File: src/rtl/core/repeat_offender_table_defines.svh
// assertion helpers used by the table sequencer
`ifndef REPEAT_OFFENDER_TABLE_DEFINES_SVH
`define REPEAT_OFFENDER_TABLE_DEFINES_SVH

// same-cycle implication, checked out of reset
`define ROT_ASSERT_IMPL(label, ante, cons, msg) \
   label: assert property (@(posedge clock) disable iff (reset) (ante) |-> (cons)) \
      else $error(msg);

// next-cycle implication, checked out of reset
`define ROT_ASSERT_NEXT(label, ante, cons, msg) \
   label: assert property (@(posedge clock) disable iff (reset) (ante) |=> (cons)) \
      else $error(msg);

`endif

File: src/rtl/core/rot_pkg.sv
`timescale 1ns / 1ps
`default_nettype none

package rot_pkg;

   localparam int DEF_TABLE_DEPTH = 64;

   localparam logic [7:0] COUNT_MAX   = 8'd255;
   localparam logic [6:0] REMOVED_MAX = 7'd127;
   localparam logic [3:0] DIGIT_MAX   = 4'd9;

   localparam logic       CMD_OFFENSE = 1'b0;
   localparam logic       CMD_SWEEP   = 1'b1;

   localparam logic [1:0] REG_MIN_PRIORITY = 2'd0;
   localparam logic [1:0] REG_BLOCK_COUNT  = 2'd1;
   localparam logic [1:0] REG_MAX_AGE      = 2'd2;
   localparam logic [1:0] REG_NO_TIMESTAMP = 2'd3;

   localparam logic [3:0]  RST_MIN_PRIORITY = 4'd1;
   localparam logic [7:0]  RST_BLOCK_COUNT  = 8'd0;
   localparam logic [31:0] RST_MAX_AGE      = 32'd3600;
   localparam logic        RST_NO_TIMESTAMP = 1'b0;

   typedef enum logic [1:0] {
      ST_CLEAR,
      ST_IDLE,
      ST_SCAN,
      ST_DONE
   } rot_state_type;

   typedef struct packed {
      logic        valid;
      logic [31:0] address;
      logic [7:0]  count;
      logic [31:0] stamp;
   } rot_entry_type;

   typedef struct packed {
      logic        cmd;
      logic [31:0] address;
      logic        has_priority;
      logic [3:0]  alert_priority;
      logic [31:0] now;
   } rot_item_type;

   typedef struct packed {
      logic [3:0]  min_priority;
      logic [7:0]  block_count;
      logic [31:0] max_age;
      logic        no_timestamp;
   } rot_cfg_type;

   typedef struct packed {
      logic       match;
      logic       expired;
      logic [7:0] next_count;
   } rot_eval_type;

   typedef struct packed {
      logic       filtered;
      logic [7:0] hit_count;
      logic       block;
      logic       table_full;
      logic [6:0] removed;
   } rot_result_type;

endpackage

`default_nettype wire

File: src/rtl/core/rot_eval.sv
`timescale 1ns / 1ps
`default_nettype none

module rot_eval
   import rot_pkg::*;
(
   input  wire rot_entry_type entry,
   input  wire logic [31:0]   address,
   input  wire logic [31:0]   now,
   input  wire logic [31:0]   max_age,
   output rot_eval_type       result
);

   logic [32:0] deadline;

   // stamp plus age kept at 33 bits so it cannot wrap
   assign deadline = {1'b0, entry.stamp} + {1'b0, max_age};

   assign result.match      = entry.valid && (entry.address == address);
   assign result.expired    = entry.valid && (deadline < {1'b0, now});
   assign result.next_count = (entry.count == COUNT_MAX) ? COUNT_MAX
                                                         : entry.count + 8'd1;

endmodule

`default_nettype wire

File: src/rtl/core/rot_seq.sv
`timescale 1ns / 1ps
`default_nettype none
`include "repeat_offender_table_defines.svh"

module rot_seq
   import rot_pkg::*;
#(
   parameter int DEPTH = DEF_TABLE_DEPTH,
   parameter int IDX_W = $clog2(DEF_TABLE_DEPTH)
) (
   input  wire logic             clock,
   input  wire logic             reset,
   input  wire rot_cfg_type      cfg,
   input  wire logic             req_tvalid,
   output logic                  req_tready,
   input  wire rot_item_type     req_item,
   output logic                  rsp_tvalid,
   input  wire logic             rsp_tready,
   output rot_result_type        rsp_result,
   output logic                  rd_en,
   output logic [IDX_W-1:0]      rd_addr,
   input  wire rot_entry_type    rd_data,
   output logic                  wr_en,
   output logic [IDX_W-1:0]      wr_addr,
   output rot_entry_type         wr_data
);

   localparam logic [IDX_W-1:0] LAST_IDX = IDX_W'(DEPTH - 1);

   rot_state_type    state_ff, state_in;
   rot_item_type     item_ff, item_in;
   logic [IDX_W-1:0] idx_ff, idx_in;
   logic             rd_busy_ff, rd_busy_in;
   logic             ev_valid_ff, ev_valid_in;
   logic [IDX_W-1:0] ev_idx_ff, ev_idx_in;
   logic             free_found_ff, free_found_in;
   logic [IDX_W-1:0] free_idx_ff, free_idx_in;
   logic [6:0]       removed_ff, removed_in;
   rot_result_type   result_ff, result_in;
   logic             rsp_valid_ff, rsp_valid_in;
   rot_result_type   rsp_data_ff, rsp_data_in;

   rot_eval_type     ev;
   logic             req_filtered;
   logic             is_offense;
   logic             ev_last;
   logic             out_free;
   logic [6:0]       removed_sat;

   rot_eval u_eval (
      .entry   (rd_data),
      .address (item_ff.address),
      .now     (item_ff.now),
      .max_age (cfg.max_age),
      .result  (ev)
   );

   assign req_filtered = !req_item.has_priority || (req_item.alert_priority > DIGIT_MAX) ||
                         (req_item.alert_priority < cfg.min_priority);
   assign is_offense   = (item_ff.cmd == CMD_OFFENSE);
   assign ev_last      = (ev_idx_ff == LAST_IDX);
   assign out_free     = !rsp_valid_ff || rsp_tready;
   assign removed_sat  = (removed_ff == REMOVED_MAX) ? removed_ff : removed_ff + 7'd1;

   assign rd_en      = (state_ff == ST_SCAN) && rd_busy_ff;
   assign rd_addr    = idx_ff;
   assign rsp_tvalid = rsp_valid_ff;
   assign rsp_result = rsp_data_ff;

   always_comb begin
      state_in = state_ff;
      case (state_ff)
         ST_CLEAR: begin
            if (idx_ff == LAST_IDX) state_in = ST_IDLE;
         end
         ST_IDLE: begin
            if (req_tvalid) begin
               if (req_item.cmd == CMD_OFFENSE && req_filtered) state_in = ST_DONE;
               else state_in = ST_SCAN;
            end
         end
         ST_SCAN: begin
            if (ev_valid_ff && ((is_offense && ev.match) || ev_last)) state_in = ST_DONE;
         end
         ST_DONE: begin
            if (out_free) state_in = ST_IDLE;
         end
         default: state_in = ST_CLEAR;
      endcase
   end

   always_comb begin
      req_tready    = 1'b0;
      item_in       = item_ff;
      idx_in        = idx_ff;
      rd_busy_in    = rd_busy_ff;
      ev_valid_in   = rd_en;
      ev_idx_in     = idx_ff;
      free_found_in = free_found_ff;
      free_idx_in   = free_idx_ff;
      removed_in    = removed_ff;
      result_in     = result_ff;
      rsp_valid_in  = rsp_valid_ff && !rsp_tready;
      rsp_data_in   = rsp_data_ff;
      wr_en         = 1'b0;
      wr_addr       = ev_idx_ff;
      wr_data       = rd_data;
      case (state_ff)
         ST_CLEAR: begin
            wr_en   = 1'b1;
            wr_addr = idx_ff;
            wr_data = '0;
            idx_in  = (idx_ff == LAST_IDX) ? '0 : idx_ff + 1'b1;
         end
         ST_IDLE: begin
            req_tready = 1'b1;
            if (req_tvalid) begin
               item_in            = req_item;
               idx_in             = '0;
               rd_busy_in         = 1'b1;
               free_found_in      = 1'b0;
               removed_in         = '0;
               result_in          = '0;
               result_in.filtered = (req_item.cmd == CMD_OFFENSE) && req_filtered;
            end
         end
         ST_SCAN: begin
            // reads run one entry ahead of the compare
            if (rd_en) begin
               idx_in = idx_ff + 1'b1;
               if (idx_ff == LAST_IDX) rd_busy_in = 1'b0;
            end
            if (ev_valid_ff) begin
               if (is_offense) begin
                  if (ev.match) begin
                     wr_en               = 1'b1;
                     wr_data.count       = ev.next_count;
                     result_in.hit_count = ev.next_count;
                     result_in.block     = (ev.next_count == cfg.block_count);
                     rd_busy_in          = 1'b0;
                  end else begin
                     if (!rd_data.valid && !free_found_ff) begin
                        free_found_in = 1'b1;
                        free_idx_in   = ev_idx_ff;
                     end
                     if (ev_last) begin
                        if (free_found_ff || !rd_data.valid) begin
                           wr_en           = 1'b1;
                           wr_addr         = free_found_ff ? free_idx_ff : ev_idx_ff;
                           wr_data.valid   = 1'b1;
                           wr_data.address = item_ff.address;
                           wr_data.count   = '0;
                           wr_data.stamp   = cfg.no_timestamp ? '0 : item_ff.now;
                           result_in.block = (cfg.block_count == '0);
                        end else begin
                           result_in.table_full = 1'b1;
                        end
                     end
                  end
               end else begin
                  if (ev.expired) begin
                     wr_en         = 1'b1;
                     wr_data.valid = 1'b0;
                     removed_in    = removed_sat;
                  end
                  if (ev_last) result_in.removed = ev.expired ? removed_sat : removed_ff;
               end
            end
         end
         ST_DONE: begin
            if (out_free) begin
               rsp_valid_in = 1'b1;
               rsp_data_in  = result_ff;
            end
         end
         default: begin
         end
      endcase
   end

   always_ff @(posedge clock) begin
      if (reset) begin
         state_ff     <= ST_CLEAR;
         idx_ff       <= '0;
         rd_busy_ff   <= 1'b0;
         ev_valid_ff  <= 1'b0;
         rsp_valid_ff <= 1'b0;
      end else begin
         state_ff     <= state_in;
         idx_ff       <= idx_in;
         rd_busy_ff   <= rd_busy_in;
         ev_valid_ff  <= ev_valid_in;
         rsp_valid_ff <= rsp_valid_in;
      end
   end

   always_ff @(posedge clock) begin
      item_ff       <= item_in;
      ev_idx_ff     <= ev_idx_in;
      free_found_ff <= free_found_in;
      free_idx_ff   <= free_idx_in;
      removed_ff    <= removed_in;
      result_ff     <= result_in;
      rsp_data_ff   <= rsp_data_in;
   end

   `ROT_ASSERT_IMPL(a_write_when_busy, wr_en, (state_ff == ST_SCAN || state_ff == ST_CLEAR), "table written outside scan or clear")
   `ROT_ASSERT_NEXT(a_accept_leaves_idle, (req_tvalid && req_tready), (state_ff == ST_SCAN || state_ff == ST_DONE), "accepted beat did not start work")
   `ROT_ASSERT_IMPL(a_no_read_when_done, (state_ff == ST_DONE || state_ff == ST_IDLE), !rd_en, "table read while not scanning")

endmodule

`default_nettype wire

File: config.mk
export PLATFORM = sky130hd
export DESIGN_NAME = rot_seq
export DESIGN_NICKNAME = d
export VERILOG_FILES = /design/src/rtl/core/rot_pkg.sv /design/src/rtl/core/rot_eval.sv /design/src/rtl/core/rot_seq.sv
export VERILOG_INCLUDE_DIRS = /design/src /design/src/rtl/core
export SDC_FILE = /design/constraint.sdc
export NUM_CORES = 1
export LEC_CHECK = 0
export ABC_AREA = 1
export BUFFER_PORTS_ARGS = -buffer_cell sky130_fd_sc_hd__buf_2
export CORE_UTILIZATION = 58
export DETAILED_ROUTE_END_ITERATION = 10
export HOLD_SLACK_MARGIN = 0.05
export PLACE_DENSITY_LB_ADDON = 0.2
export RECOVER_POWER = 100
export SYNTH_ARGS = -nofsm -noshare
export SYNTH_HDL_FRONTEND = slang
export SYNTH_SLANG_ARGS = --single-unit
File: constraint.sdc
create_clock -name clock -period 9.6 [get_ports clock]
set_input_delay 1.92 -clock clock [delete_from_list [all_inputs] [get_ports clock]]
set_output_delay 1.92 -clock clock [all_outputs]
set_load 0.01 [all_outputs]
---- After elaboration in Yosys (flattened, before gate mapping) ----
Cells that the tools add are included.
operators by class
  add/subtract/negate cells ............... 4
  magnitude comparators ................... 3
  eq/ne operators ......................... 24
  mux-type cells .......................... 70
  bitwise gates (word level) .............. 3
  reductions and logical operators ........ 34
operator list
  cell                 number
  $mux 73              3
  $pmux 73 s2          1
  $mux 72              1
  $mux 32              2
  $mux 6               9
  $mux 7               7
  $mux 17              2
  $pmux 17 s2          1
  $add 32x32->33       1
  $lt 33x32->1         1
  $mux 33              1
  $eq 32x32->1         1
  $mux 1               27
  $mux 8               3
  $ne 2x2->1 const B   11
  $pmux 6 s3           1
  $reduce_and 5->1     3
  $pmux 7 s2           1
  $eq 6x6->1 const B   2
  $pmux 6 s2           1
  $reduce_and 6->1     2
  $mux 10              1
  $mux 2               5
  $add 8x1->8 const B  1
  other kinds (26)     50
storage, ports and cells
  flip-flop bits (word level) ............. 132
  bits of input ports ..................... 192
  word-level logic and storage cells ...... 160

---- Longest topological paths before layout ----
  depth in word-level cells ............... 8
  mapped depth ............................ 26

---- Modules after synthesis ----
Synthesis repeated with hierarchy kept, for this count alone.
second synthesis, totals
  cell total of the unflattened synthesis .. 1208
  area total of the unflattened synthesis .. 9347.7 um^2
modules (own cells, without submodules)
  module    times used  cells an instance  area each (um^2)  sequential area each (um^2)
  rot_seq   1           662                6158.4            3793.6
  rot_eval  1           546                3189.3            0.0

---- Worst setup path before layout ----
OpenSTA, ideal clock, no wires.
  path type ............................... input to output
  start ................................... input port cfg[1] (netlist name)
  end ..................................... output port wr_en
  arrival ................................. 4.790 ns
  data required time ...................... 7.680 ns
  path slack .............................. 2.890 ns
  stages .................................. 23
  path buffers ............................ 0
  cells stage by stage .................... ha_1 -> inv_1 -> fa_1 -> inv_1 -> nand2_1 -> nand2_1 -> nand3_2 -> nand2_2 -> nand3_1 -> nand3_1 -> nand2_1 -> nand2_1 -> a21oi_1 -> o21ai_1 -> xor2_1 -> ha_1 -> nand2_1 -> nor4_1 -> nand4_4 -> nand3_4 -> nand2_1 -> nand2_1 -> nand2_1
between the ends
  cells in the longest elaborated chain, start to end .. 7
ends and longest elaborated chain
  element            line            source
  from (decl)        rot_seq.sv:13   input wire rot_cfg_type cfg,
  $add 32x32->33     rot_eval.sv:17  assign deadline = {1'b0, entry.stamp} + {1'b0, max_age};
  $lt 33x32->1       rot_eval.sv:20  assign result.expired = entry.valid && (deadline < {1'b0, now});
  $logic_and 1x1->1  rot_eval.sv:20
  $mux 1             rot_seq.sv:161  if (ev.expired) begin
  $mux 1             rot_seq.sv:134  if (is_offense) begin
  $mux 1             rot_seq.sv:133  if (ev_valid_ff) begin
  $pmux 1 s2         rot_seq.sv:108  case (state_ff)
  to (decl)          rot_seq.sv:23   output logic wr_en,
Every way passes these cells.

==> flow_metrics.py <==
metrics = {
    "drt": {
        "wl_per_cell_um": 18.7,
        "vias": 10900,
        "drtIter0Drc": 1103,
        "drc": 0,
        "viasPerCell": 5.84,
        "drtPass1Iterations": 6,
        "ant_nets": 0,
        "drt-total-wl_um": 34900,
    },
    "critical_path": {
        "cp_cell_sequence": "clkbuf_1 -> inv_1 -> nor2_1 -> o2111ai_1 -> nor3_1 -> nand3_1 -> nand3_4 -> clkbuf_2 -> o21ai_0 -> a21o_1 -> nand2_1 -> clkbuf_1",
        "crit_top_cell": "clkbuf_1",
        "max_stage_delay_ps": 1200,
        "end_kind": "output pin",
        "crit_type": "in2out",
        "arrival_ps": 6320,
        "path_max_fanout": 65,
        "critPathLaunch": "rd_data[72]",
        "critPathLaunchType": "primary input",
        "r2r-start": "state_ff[0]",
        "cp.required_ps": 7680,
        "cp_slowest_cell": "clkbuf_2",
    },
    "finish": {
        "fillCellCount": 1481,
        "final_nets": 1888,
        "post-route-util_pct": 71.7,
        "area_delta_synth_final_pct": 19.7,
        "regArea_mm2": 0.00379,
        "final_layout_size_suffix_gt1_share_pct": 17.9,
        "multi_input_comb_area_mm2": 0.00570,
    },
    "clocking": {
        "postCtsSetupRepairBufs": 0,
        "clk_latency_ps": 430,
        "postCtsHoldBufs": 0,
        "cts_num_sinks": 132,
        "cts-buffers-inserted": 17,
        "htreeDepth": 4,
        "cts_buffer_depth": 2,
        "clkTransAtPathRegs_ps": 60,
        "cts_tree": "done",
        "cts-root-buf": "clkbuf_16",
        "post_cts_resized": 0,
    },
    "grt": {
        "grt_pass1_vias": 10400,
        "grt_antenna_before_repair": 4,
        "grtUsageMet3_pct": 8.24,
        "grt_max_degree": 66,
        "overflow": 0,
        "grt_use_met2_pct": 63.6,
        "met1_usage_pct": 45.7,
        "grt_usage_pct": 37.5,
        "busiest_layer": "met2",
        "grt_pass1_wl_um": 52500,
    },
    "status": {
        "violations": "max-capacitance violations, max-slew violations",
        "status": "finished, violations left",
    },
    "placement": {
        "place_congestion": 1.01,
        "dp_hpwl_um": 26300,
        "io_buffer_count": 298,
    },
    "floorplanning": {
        "core.rowCount": 48,
        "die_y_um": 136,
        "fp.dieArea_mm2": 0.0185,
        "start_util_pct": 59.9,
        "io_pins": 299,
        "die_x_um": 136,
        "core-area_mm2": 0.0174,
    },
    "logic_synthesis": {
        "yosysWarningCount": 0,
        "ys_async_sr_fraction_pct": 0,
        "ys_types": 71,
        "syn_inst": 1335,
        "synth_area_leaders": "edfxtp_1 33%, nand2_1 11%, ha_1 8.8%, inv_1 6.1%, o21ai_0 4.2%",
        "syn_area_per_cell_um2": 7.82,
        "synth_enable_flop_cells": 115,
        "yosysMostFrequentCell": "nand2_1",
        "syn_nets": 1601,
        "synth_seq_cells": 132,
        "synth_top_area_share_pct": 33.1,
        "synth_top_cell_by_area": "edfxtp_1",
        "synth_area_mm2": 0.0104,
        "synth_ff_type": "edfxtp_1",
        "ys_top_cells_by_count": "310 x nand2_1, 169 x inv_1, 115 x edfxtp_1, 106 x nor2_1, 88 x o21ai_0",
        "ys_seq_area_share_pct": 36.3,
    },
    "timing": {
        "final.min_clock_period_ps": 8240,
        "slew_violations": 208,
        "tightestPinTransition_ps": 2930,
        "finClkSkew_ps": 11.9,
        "rsz0062_at_grt": "no",
        "final_hold_viol_count": 0,
        "setup_violations": 0,
        "period_share_pct": 85.8,
        "max_freq_ghz": 0.121,
        "fin_tns_setup_ps": 0,
        "slew_headroom_pct": -95.2,
    },
    "pwr": {
        "ir_worst_vdd_mv": 0.146,
        "powerDensity_mw_per_mm2": 201,
        "p_leak_nw": 5.81,
    },
    "worst_hold_path": {
        "holdCritStartpoint": "rd_addr[3]",
        "min_path_type": "reg2reg",
    },
    "job": {
        "drv_cap": 5,
    },
}
-- path summary, 6_finish.rpt --
path / end / slack, ps / depth (start not counted)
min: ev_idx_ff[3] / 420 / 0
min reg2reg: ev_idx_ff[3] / 420 / 0
max: wr_data[16] / 1360 / 12
max reg2reg: removed_ff[1] / 3960 / 8
-- power by group --
group	internal (mW)	total, mW	switching [mW]
clock network	0.445	0.726	0.281
logic	0.321	1.01	0.685
registers	0.732	0.784	0.0522
total	1.50	2.52	1.02
-- per-stage QoR --
step           hold WS (ps)  total power [mW]  instances  setup WS [ps]  cell area, um2
6_report                419              2.52       1863           1360           12500
3_5_place_dp            406              1.82       1828           2180           12100
2_1_floorplan           400              1.41       1335           2890           10400
3_3_place_gp            401              1.80       1828           2170           12100
5_1_grt                 425              2.64       1862           1070           12500
4_1_cts                 421              2.54       1860           2200           12700
-- routing by layer --
metal,share of wire [%],wire (um),vias up
met5,0,0,-
met4,3.6,1260,0
met3,9.5,3310,95
met2,48,16700,631
met1,39,13600,5010
li1,-,-,5145
-- placed cells by master (no fill, tap or decap), types with 11 or more instances in the layout --
master,n
xor2_1,25
clkbuf_1,98
edfxtp_1,115
nand2_2,14
nor2_1,105
inv_1,171
o21ai_0,103
xnor2_1,22
o21ai_1,11
nand4_1,35
nor3_1,18
nand2_1,310
clkbuf_16,17
dfxtp_1,17
a21oi_1,85
nand3_1,49
ha_1,73
buf_2,204
o211ai_1,25
-- registers in the layout (all words and copies together), names as in the netlist --
register / flops
ev_idx_ff: 6
free_found_ff: 1
rd_addr: 6
ev_valid_ff: 1
removed_ff: 7
state_ff: 2
result_ff: 18
rsp_result: 18
free_idx_ff: 6
item_ff: 65
rd_busy_ff: 1
rsp_tvalid: 1
-- logic make-up after synthesis --
logic type               synth area share (%)
AND/OR/NAND/NOR                          24.5
AO/OA/AOI/OAI                            17.7
buffers and inverters                    8.34
flip-flops                               36.3
adder cells (fa/ha/maj)                  8.94
XOR/XNOR                                 3.94
multiplexers                            0.204
-- final cells by class --
type	count	area share (%)
inverters	176	5.29
multi-input cells	990	45.6
clock inverters	14	1.60
well taps	225	2.25
flip-flops and latches	132	30.4
clock buffers	18	3.52
diodes	3	0.0601
repair buffers	305	11.3
-- critical path: cells and delay by family --
family	cells	cell delay, ps
buffers and inverters	4	2180
AND/OR/NAND/NOR	5	1540
AO/OA/AOI/OAI	3	660
Note: power is estimated with default switching activity, not from simulation.
